==> src/hdl/apmf_pkg.sv <==
// ----------------------------------------------------------------------------
// apmf_pkg: shared types and constants for the augmenting path max flow block
// Holds default sizes, field widths, register indexes and the sequencer states.
// ----------------------------------------------------------------------------
package apmf_pkg;

    localparam int MAX_NODES_DEF = 16;
    localparam int CAP_BITS_DEF  = 8;
    localparam int CFG_BITS      = 5;
    localparam int NODE_BITS     = 4;
    localparam int FLOW_BITS     = 12;
    localparam logic [FLOW_BITS-1:0] FLOW_MAX = '1;

    localparam logic [1:0] REG_NODE_COUNT = 2'd0;
    localparam logic [1:0] REG_SOURCE     = 2'd1;
    localparam logic [1:0] REG_SINK       = 2'd2;

    localparam logic REQ_WRITE = 1'b0;
    localparam logic REQ_RUN   = 1'b1;

    typedef enum logic [3:0] {
        ST_IDLE,
        ST_INIT,
        ST_SCAN,
        ST_SELECT,
        ST_RELAX_RD,
        ST_RELAX,
        ST_BOT_RD,
        ST_BOT,
        ST_UPD_RD,
        ST_UPD_FWD,
        ST_UPD_BACK,
        ST_UPD_WR,
        ST_DONE
    } apmf_state_t;

endpackage

==> src/hdl/apmf_ram.sv <==
// ----------------------------------------------------------------------------
// apmf_ram: generic single port synchronous RAM
// One write or one read per cycle; read data is registered.
// ----------------------------------------------------------------------------
module apmf_ram #(
    parameter int WIDTH = 8,
    parameter int DEPTH = 256
) (
    input  logic                     clk,
    input  logic                     we,
    input  logic [$clog2(DEPTH)-1:0] addr,
    input  logic [WIDTH-1:0]         wdata,
    output logic [WIDTH-1:0]         rdata
);

    logic [WIDTH-1:0] mem [DEPTH];

    // Memory array with a registered read port.
    always_ff @(posedge clk)
    begin
        if (we)
        begin
            mem[addr] <= wdata;
        end
        rdata <= mem[addr];
    end

endmodule

==> src/hdl/augmenting_path_max_flow.sv <==
// ----------------------------------------------------------------------------
// augmenting_path_max_flow: maximum flow over a residual capacity matrix
// Loads capacities into a residual memory, then runs shortest augmenting paths.
// ----------------------------------------------------------------------------
// Usage: the input channel (in_valid/in_stall) carries requests. A request with
// req_type 0 writes one capacity entry at its transfer edge and gives no
// result; writes can follow each other every cycle while the block is idle.
// A request with req_type 1 runs the flow computation and gives one max_flow
// transfer on the output channel (out_valid/out_stall).
// A run's duration depends on the data: each round does a search of up to N
// selections, each a scan of the N node registers plus N memory reads of one
// row, then walks back along the path twice, once for the bottleneck and once
// for the update. The single port residual memory serializes these reads and
// writes. A run with bad endpoints goes to the done state at the request
// transfer and then shows its result.
// After reset a clearing pass over the whole memory (256 entries for 16 nodes)
// zeroes it; no request is taken during it, configuration writes are taken at
// any time. The result sits in an output register until it is transferred; a
// stalled receiver holds the block, and the next request is taken after the
// result transfer.
// ----------------------------------------------------------------------------
module augmenting_path_max_flow
    import apmf_pkg::*;
#(
    parameter int MAX_NODES = MAX_NODES_DEF,
    parameter int CAP_BITS  = CAP_BITS_DEF
) (
    input  logic                          clk,
    input  logic                          rst_n,
    input  logic                          cfg_we,
    input  logic [1:0]                    cfg_index,
    input  logic [apmf_pkg::CFG_BITS-1:0] cfg_data,
    input  logic                          in_valid,
    output logic                          in_stall,
    input  logic                          req_type,
    input  logic [apmf_pkg::NODE_BITS-1:0] row_node,
    input  logic [apmf_pkg::NODE_BITS-1:0] col_node,
    input  logic [7:0]                    capacity,
    output logic                          out_valid,
    input  logic                          out_stall,
    output logic [apmf_pkg::FLOW_BITS-1:0] max_flow
);

    localparam int NB = $clog2(MAX_NODES);
    localparam int AB = 2 * NB;
    localparam int DB = CAP_BITS + NB + 1;
    localparam int CB = NB + 1;
    localparam int SB = ((CAP_BITS > FLOW_BITS) ? CAP_BITS : FLOW_BITS) + 1;
    localparam int RAM_DEPTH = 1 << AB;
    localparam logic [CAP_BITS-1:0] CAP_MAX = '1;

    // Configuration registers.
    logic [4:0] node_count_reg;
    logic [3:0] source_reg, sink_reg;

    always_ff @(posedge clk or negedge rst_n)
    begin
        if (!rst_n)
        begin
            node_count_reg <= 5'd16;
            source_reg     <= 4'd0;
            sink_reg       <= 4'd1;
        end
        else if (cfg_we)
        begin
            case (cfg_index)
                REG_NODE_COUNT: node_count_reg <= cfg_data;
                REG_SOURCE:     source_reg     <= cfg_data[3:0];
                REG_SINK:       sink_reg       <= cfg_data[3:0];
                default:        ;
            endcase
        end
    end

    // Clamped node count and the endpoints in the node index space.
    logic [CB-1:0] n_live;
    logic [NB-1:0] src_idx, snk_idx;
    always_comb
    begin
        if (node_count_reg < 5'd2)
            n_live = CB'(2);
        else if (32'(node_count_reg) > MAX_NODES)
            n_live = CB'(MAX_NODES);
        else
            n_live = CB'(node_count_reg);
    end
    assign src_idx = NB'(source_reg);
    assign snk_idx = NB'(sink_reg);

    // Residual memory.
    logic                ram_we;
    logic [AB-1:0]       ram_addr;
    logic [CAP_BITS-1:0] ram_wdata, ram_rdata;

    apmf_ram #(.WIDTH(CAP_BITS), .DEPTH(RAM_DEPTH)) u_ram (
        .clk   (clk),
        .we    (ram_we),
        .addr  (ram_addr),
        .wdata (ram_wdata),
        .rdata (ram_rdata)
    );

    // Per node search registers.
    logic [DB-1:0] dist_reg [MAX_NODES];
    logic [NB-1:0] par_reg  [MAX_NODES];
    logic [MAX_NODES-1:0] vis_reg, rch_reg;

    apmf_state_t   state_reg, state_next;
    logic [AB:0]   clr_reg;
    logic          clr_busy;
    logic [NB-1:0] u_reg, u_next;
    logic [CB-1:0] j_reg, j_next;
    logic [NB-1:0] best_reg, best_next;
    logic          found_reg, found_next;
    logic [NB-1:0] v_reg, v_next;
    logic [CB-1:0] steps_reg, steps_next;
    logic [CAP_BITS-1:0] bott_reg, bott_next;
    logic [CAP_BITS-1:0] fwd_reg;
    logic [FLOW_BITS-1:0] flow_reg, flow_next;
    logic          out_valid_reg;

    assign clr_busy  = !clr_reg[AB];
    assign in_stall  = clr_busy || (state_reg != ST_IDLE) || out_valid_reg;
    assign out_valid = out_valid_reg;
    assign max_flow  = flow_reg;

    logic [DB-1:0] cand;
    logic [NB-1:0] j_idx, p_idx;
    logic [CAP_BITS:0] back_sum;
    logic [SB-1:0] flow_sum;
    logic accept, run_ok, relax_hit, walk_end;
    assign accept   = in_valid && !in_stall;
    assign j_idx    = j_reg[NB-1:0];
    assign p_idx    = par_reg[v_reg];
    assign cand     = dist_reg[u_reg] + DB'(ram_rdata);
    assign back_sum = {1'b0, ram_rdata} + {1'b0, bott_reg};
    assign flow_sum = SB'(flow_reg) + SB'(bott_reg);
    assign run_ok   = (32'(source_reg) < 32'(n_live)) && (32'(sink_reg) < 32'(n_live)) &&
                      (source_reg != sink_reg);
    assign relax_hit = (state_reg == ST_RELAX) && (ram_rdata != '0) &&
                       (!rch_reg[j_idx] || cand <= dist_reg[j_idx]);
    assign walk_end = (v_reg == src_idx) || (steps_reg == n_live);

    // Sequencer next state and memory access.
    always_comb
    begin
        state_next = state_reg;
        u_next     = u_reg;
        j_next     = j_reg;
        best_next  = best_reg;
        found_next = found_reg;
        v_next     = v_reg;
        steps_next = steps_reg;
        bott_next  = bott_reg;
        flow_next  = flow_reg;
        ram_we     = 1'b0;
        ram_addr   = '0;
        ram_wdata  = '0;
        if (clr_busy)
        begin
            ram_we   = 1'b1;
            ram_addr = clr_reg[AB-1:0];
        end
        case (state_reg)
            ST_IDLE:
            begin
                if (accept && req_type == REQ_WRITE)
                begin
                    if (32'(row_node) < MAX_NODES && 32'(col_node) < MAX_NODES)
                    begin
                        ram_we    = 1'b1;
                        ram_addr  = {NB'(row_node), NB'(col_node)};
                        ram_wdata = (32'(capacity) > 32'(CAP_MAX)) ? CAP_MAX
                                                                    : CAP_BITS'(capacity);
                    end
                end
                else if (accept)
                begin
                    flow_next  = '0;
                    state_next = run_ok ? ST_INIT : ST_DONE;
                end
            end
            ST_INIT:
            begin
                j_next     = '0;
                found_next = 1'b0;
                state_next = ST_SCAN;
            end
            ST_SCAN:
            begin
                // One node per cycle; a strict compare keeps the lowest index on ties.
                if (rch_reg[j_idx] && !vis_reg[j_idx] &&
                    (!found_reg || dist_reg[j_idx] < dist_reg[best_reg]))
                begin
                    best_next  = j_idx;
                    found_next = 1'b1;
                end
                if (j_reg + CB'(1) == n_live)
                    state_next = ST_SELECT;
                else
                    j_next = j_reg + CB'(1);
            end
            ST_SELECT:
            begin
                if (found_reg)
                begin
                    u_next     = best_reg;
                    j_next     = '0;
                    state_next = ST_RELAX_RD;
                end
                else if (rch_reg[snk_idx])
                begin
                    v_next     = snk_idx;
                    steps_next = '0;
                    bott_next  = CAP_MAX;
                    state_next = ST_BOT_RD;
                end
                else
                    state_next = ST_DONE;
            end
            ST_RELAX_RD:
            begin
                ram_addr   = {u_reg, j_idx};
                state_next = ST_RELAX;
            end
            ST_RELAX:
            begin
                if (j_reg + CB'(1) == n_live)
                begin
                    j_next     = '0;
                    found_next = 1'b0;
                    state_next = ST_SCAN;
                end
                else
                begin
                    j_next     = j_reg + CB'(1);
                    state_next = ST_RELAX_RD;
                end
            end
            ST_BOT_RD:
            begin
                if (walk_end)
                begin
                    if (bott_reg == '0)
                        state_next = ST_DONE;
                    else
                    begin
                        v_next     = snk_idx;
                        steps_next = '0;
                        state_next = ST_UPD_RD;
                    end
                end
                else
                begin
                    ram_addr   = {p_idx, v_reg};
                    state_next = ST_BOT;
                end
            end
            ST_BOT:
            begin
                if (ram_rdata < bott_reg)
                    bott_next = ram_rdata;
                v_next     = p_idx;
                steps_next = steps_reg + CB'(1);
                state_next = ST_BOT_RD;
            end
            ST_UPD_RD:
            begin
                if (walk_end)
                begin
                    if (flow_sum > SB'(FLOW_MAX))
                        flow_next = FLOW_MAX;
                    else
                        flow_next = FLOW_BITS'(flow_sum);
                    state_next = ST_INIT;
                end
                else
                begin
                    ram_addr   = {p_idx, v_reg};
                    state_next = ST_UPD_FWD;
                end
            end
            ST_UPD_FWD:
            begin
                // Forward entry is on the read port; fetch the backward entry.
                ram_addr   = {v_reg, p_idx};
                state_next = ST_UPD_BACK;
            end
            ST_UPD_BACK:
            begin
                // Backward entry grows by the bottleneck and saturates.
                ram_we     = 1'b1;
                ram_addr   = {v_reg, p_idx};
                ram_wdata  = back_sum[CAP_BITS] ? CAP_MAX : back_sum[CAP_BITS-1:0];
                state_next = ST_UPD_WR;
            end
            ST_UPD_WR:
            begin
                // Forward entry shrinks by the bottleneck, then step to the parent.
                ram_we     = 1'b1;
                ram_addr   = {p_idx, v_reg};
                ram_wdata  = fwd_reg;
                v_next     = p_idx;
                steps_next = steps_reg + CB'(1);
                state_next = ST_UPD_RD;
            end
            ST_DONE:
                state_next = ST_IDLE;
            default:
                state_next = ST_IDLE;
        endcase
    end

    // Sequencer and search flags.
    always_ff @(posedge clk or negedge rst_n)
    begin
        if (!rst_n)
        begin
            state_reg     <= ST_IDLE;
            clr_reg       <= '0;
            out_valid_reg <= 1'b0;
            flow_reg      <= '0;
            vis_reg       <= '0;
            rch_reg       <= '0;
        end
        else
        begin
            if (clr_busy)
                clr_reg <= clr_reg + (AB+1)'(1);
            state_reg <= state_next;
            flow_reg  <= flow_next;
            if (state_reg == ST_DONE)
                out_valid_reg <= 1'b1;
            else if (out_valid_reg && !out_stall)
                out_valid_reg <= 1'b0;
            if (state_reg == ST_INIT)
            begin
                vis_reg <= '0;
                rch_reg <= MAX_NODES'(1) << src_idx;
            end
            if (state_reg == ST_SELECT && found_reg)
                vis_reg[best_reg] <= 1'b1;
            if (relax_hit)
                rch_reg[j_idx] <= 1'b1;
        end
    end

    // Payload registers of the search and path walk.
    always_ff @(posedge clk)
    begin
        u_reg     <= u_next;
        j_reg     <= j_next;
        best_reg  <= best_next;
        found_reg <= found_next;
        v_reg     <= v_next;
        steps_reg <= steps_next;
        bott_reg  <= bott_next;
        if (state_reg == ST_UPD_FWD)
            fwd_reg <= ram_rdata - bott_reg;
        if (state_reg == ST_INIT)
        begin
            dist_reg[src_idx] <= '0;
            par_reg[src_idx]  <= src_idx;
        end
        if (relax_hit)
        begin
            dist_reg[j_idx] <= cand;
            par_reg[j_idx]  <= u_reg;
        end
    end

endmodule
==> config.mk <==
export PLATFORM = sky130hd
export DESIGN_NAME = augmenting_path_max_flow
export DESIGN_NICKNAME = d
export VERILOG_FILES = /design/src/hdl/apmf_pkg.sv /design/src/hdl/apmf_ram.sv /design/src/hdl/augmenting_path_max_flow.sv
export SDC_FILE = /design/constraint.sdc
export NUM_CORES = 2
export LEC_CHECK = 0
export BUFFER_PORTS_ARGS = -buffer_cell sky130_fd_sc_hd__buf_4
export CORE_MARGIN = 2
export CORE_UTILIZATION = 32
export DETAILED_ROUTE_END_ITERATION = 8
export GPL_ROUTABILITY_DRIVEN = 0
export REMOVE_ABC_BUFFERS = 1
export SLEW_MARGIN = 20
export SYNTH_ARGS = -nofsm -noshare
export SYNTH_HDL_FRONTEND = slang
export SYNTH_SLANG_ARGS = --single-unit
==> constraint.sdc <==
create_clock -name clk -period 16.7 [get_ports clk]
set_input_delay 2.505 -clock clk [delete_from_list [all_inputs] [get_ports clk]]
set_output_delay 2.505 -clock clk [all_outputs]
set_load 0.02 [all_outputs]
==> run_results.csv <==
group,metric,value,unit
worst_setup_path,crit_path_top_delay_cell,"a221oi_1",
finish,multi_input_area,29310,um^2
synthesis,syn_inst,7331,
global_route,grt_antenna_before_repair,13,
worst_setup_path,rrSetupSlack,8.35,ns
synthesis,synth-edff-count,2359,
worst_setup_path,worst_path_largest_cell_delay,0.84,ns
worst_hold_path,hp-class,"reg2reg",
global_route,grt.total_usage,0.1752,
placement,dpl_cell_area,109800,um^2
sta,grt_setup_unrepaired,"no",
detailed_routing,drtIter0Drc,8534,
sta,max_clock_freq,119.7,MHz
sta,setup_viol,0,
finish,drive_gt1_frac,0.1340,
clocking,cts_root_buf,"clkbuf_16",
sta,whs,0.4839,ns
worst_hold_path,hold_end,"vis_reg[9]",
detailed_routing,drt-total-wl,298900,um
clocking,h-tree-depth,5,
sta,fin_skew,0.08649,ns
detailed_routing,firstDrtPassIters,6,
power_and_ir_drop,p_per_area,105.5,nW/um^2
synthesis,ys_top_cells_by_area,"edfxtp_1, mux4_2, nand2_1, nand3_1, mux2i_1",
finish,design_area,118200,um^2
floorplanning,die-area,331800,um^2
global_route,grt_max_degree,239,
floorplanning,die_width,576.0,um
clocking,cts_hold_buf,0,
worst_setup_path,worst_r2r_path_depth,22,
worst_setup_path,path_max_fanout,33,
finish,layout.cells.non_filler,11878,
sta,fin_ws,8.348,ns
synthesis,yosysTopAreaCellShare,0.6765,
global_route,overflow,0,
clocking,post-cts-setup-buffer-count,0,
clocking,cts_resized,0,
worst_setup_path,regToRegEndpoint,"dist_reg[10][3]",
finish,fillers,30753,
sta,slew_headroom,0.1819,
sta,report.final.hold_viol_count,0,
detailed_routing,drt-vias-per-instance,5.492,
worst_setup_path,crit_family,"compound AO/OA/AOI/OAI gates",
power_and_ir_drop,p_total,12.47,mW
detailed_routing,drc,0,
placement,io_buffer_count,42,
synthesis,syn_area_per_cell,14.28,um^2
synthesis,ys_top_cells_by_count,"edfxtp_1, nand2_1, nand3_1",
finish,fin_nets,7431,
power_and_ir_drop,ir_drop,109.5,uV
worst_setup_path,critPathLaunchType,"flop",
finish,regArea,73110,um^2
detailed_routing,num_vias,65237,
synthesis,synth-async-reset-ratio,0.02893,
sta,tightest_slew,1.224,ns
run,drv_cap,0,
worst_hold_path,hp-start,"vis_reg[9]",
synthesis,yosysUniqueCellTypes,96,
placement,pre_cts_ws,8.107,ns
clocking,worstSkewPairLatency,0.95,ns
worst_setup_path,end_kind,"flop",
detailed_routing,postRouteAntennaNets,0,
synthesis,ys_seq_area_frac,0.6981,
floorplanning,rows,210,
worst_setup_path,worstSetupPathType,"reg2reg",
clocking,cts_tree,"yes",
clocking,cts_inserted_buffers,280,
finish,syn_to_final_growth,12.85,%
floorplanning,initial_utilization,0.3208,
sta,setup_tns,0,ns
synthesis,synth-main-ff-cell,"edfxtp_1",
placement,place_inst,11393,
synthesis,syn_area,104700,um^2
placement,dpl.hpwl,180500,um
synthesis,yosysMostFrequentCell,"edfxtp_1",
power_and_ir_drop,leakagePower,34.56,nW
worst_setup_path,cpMostUsedCell,"buf_4",
global_route,grt_pass1_wl,436200,um
worst_setup_path,path_cells,"buf_4 > mux4_2 > mux4_2 > ha_1 > a21oi_1 > o21bai_1 > a21oi_1 > o21bai_1 > a21o_1 > a21o_1 > and3_1 > and3_1 > xor2_1 > ha_1 > nand4_1 > o41a_1 > a221oi_1 > buf_4 > inv_1 > or3_1 > a22oi_2 > buf_4",
synthesis,yosysWarnings,0,
clocking,clock_path_buffers,4,
finish,final_core_util,0.3621,
detailed_routing,routedWlPerCell,25.16,um
worst_setup_path,arrival,8.92,ns
worst_setup_path,cp_num_buf_inv,4,
sta,period_needed,8.352,ns
sta,maxSlewViolCount,0,
worst_setup_path,critPathRequiredTime,17.26,ns
status,outcome,"finished, final reports clean",
worst_hold_path,hold_depth,2,
synthesis,synth_seq_cells,2454,
clocking,clkTransAtPathRegs,0.06,ns
sta,fin_crit_sh,0.5001,
floorplanning,ios,43,
global_route,grt_pass1_vias,62911,
floorplanning,die_h,576.0,um
finish,largest_reg_flops,2048,
synthesis,synth_area_leader_cell,"edfxtp_1",
floorplanning,fp.coreArea,326300,um^2
clocking,clkSinkCount,2454,
==> kinds of logic (layout without fill, tap and decap cells) <==
group | Yosys count | count (layout) | synth area share
AND/OR/NAND/NOR | 2783 | 2783 | 0.1172
XOR/XNOR | 56 | 56 | 0.004684
AO/OA/AOI/OAI | 839 | 839 | 0.05907
adder cells (fa/ha/maj) | 73 | 73 | 0.009010
buffers and inverters | 563 | 757 | 0.02618
flip-flops | 2454 | 2454 | 0.6981
other | 0 | 7 | 0
multiplexers | 563 | 563 | 0.08570
==> per-layer routing <==
layer	up-vias	global-route usage	share of wire
li1	28105	-	-
met1	33393	0.2433	0.41
met2	3168	0.2735	0.46
met3	561	0.03455	0.092
met4	10	0.06140	0.035
met5	-	0	0.00021
==> final cells by class <==
type                            instances  share of cell area
Multi-Input combinational cell       4314              0.2481
Clock inverter                        132            0.008313
Sequential cell                      2454              0.6188
Tap cell                             4346             0.04602
Clock buffer                          346             0.06220
Timing Repair Buffer                  210             0.01426
Antenna cell                            7           0.0001483
Inverter                               69            0.002192
==> cell usage in the layout (no fill, tap or decap), drive strengths merged, types with 16 or more instances in the layout <==
cell,n
ha,69
xor2,21
o22ai,36
xnor2,35
inv,76
mux2i,262
a21o,18
a311oi,17
a32oi,36
edfxtp,2359
nor2,350
nor4,20
o21ai,73
nand3,810
and2,26
buf,210
nand4,78
a211oi,33
clkinv,107
nor3,42
nand2b,21
mux2,38
o32ai,24
a31oi,72
a21oi,124
a221oi,56
dfxtp,24
clkbuf,346
o31ai,22
o2111ai,16
and3,18
dfrtp,69
nand2,1325
mux4,263
nor2b,50
o21bai,16
o211ai,117
a22oi,72
==> how the worst max path moves through the flow <==
| stage | endpoint | slack (ns) | cells past startpoint |
|---|---|---|---|
| 2_1_floorplan | u_ram.rdata[6] | -29.29 | 10 |
| 3_3_place_gp | u_ram.rdata[2] | 7.94 | 16 |
| 3_5_place_dp | u_ram.rdata[3] | 8.11 | 16 |
| 4_1_cts | dist_reg[10][0] | 8.38 | 22 |
| 5_1_grt | dist_reg[11][0] | 7.90 | 22 |
| 6_report | dist_reg[10][3] | 8.35 | 22 |
==> tightest hold or removal path, stage by stage, from the launching register on <==
cell     delay, ns
dfrtp_1       0.34
nand2_1       0.04
o21ai_0       0.06
==> where the power goes <==
| group | switching, mW | total [mW] | internal, mW | leakage [nW] |
|---|---|---|---|---|
| Combinational | 0.0491 | 0.0826 | 0.0336 | 12.9 |
| Sequential | 0.0207 | 6.68 | 6.66 | 17.5 |
| Clock | 2.41 | 5.71 | 3.30 | 4.08 |
| Total | 2.48 | 12.5 | 9.99 | 34.6 |
(Power assumes the default switching activity.)
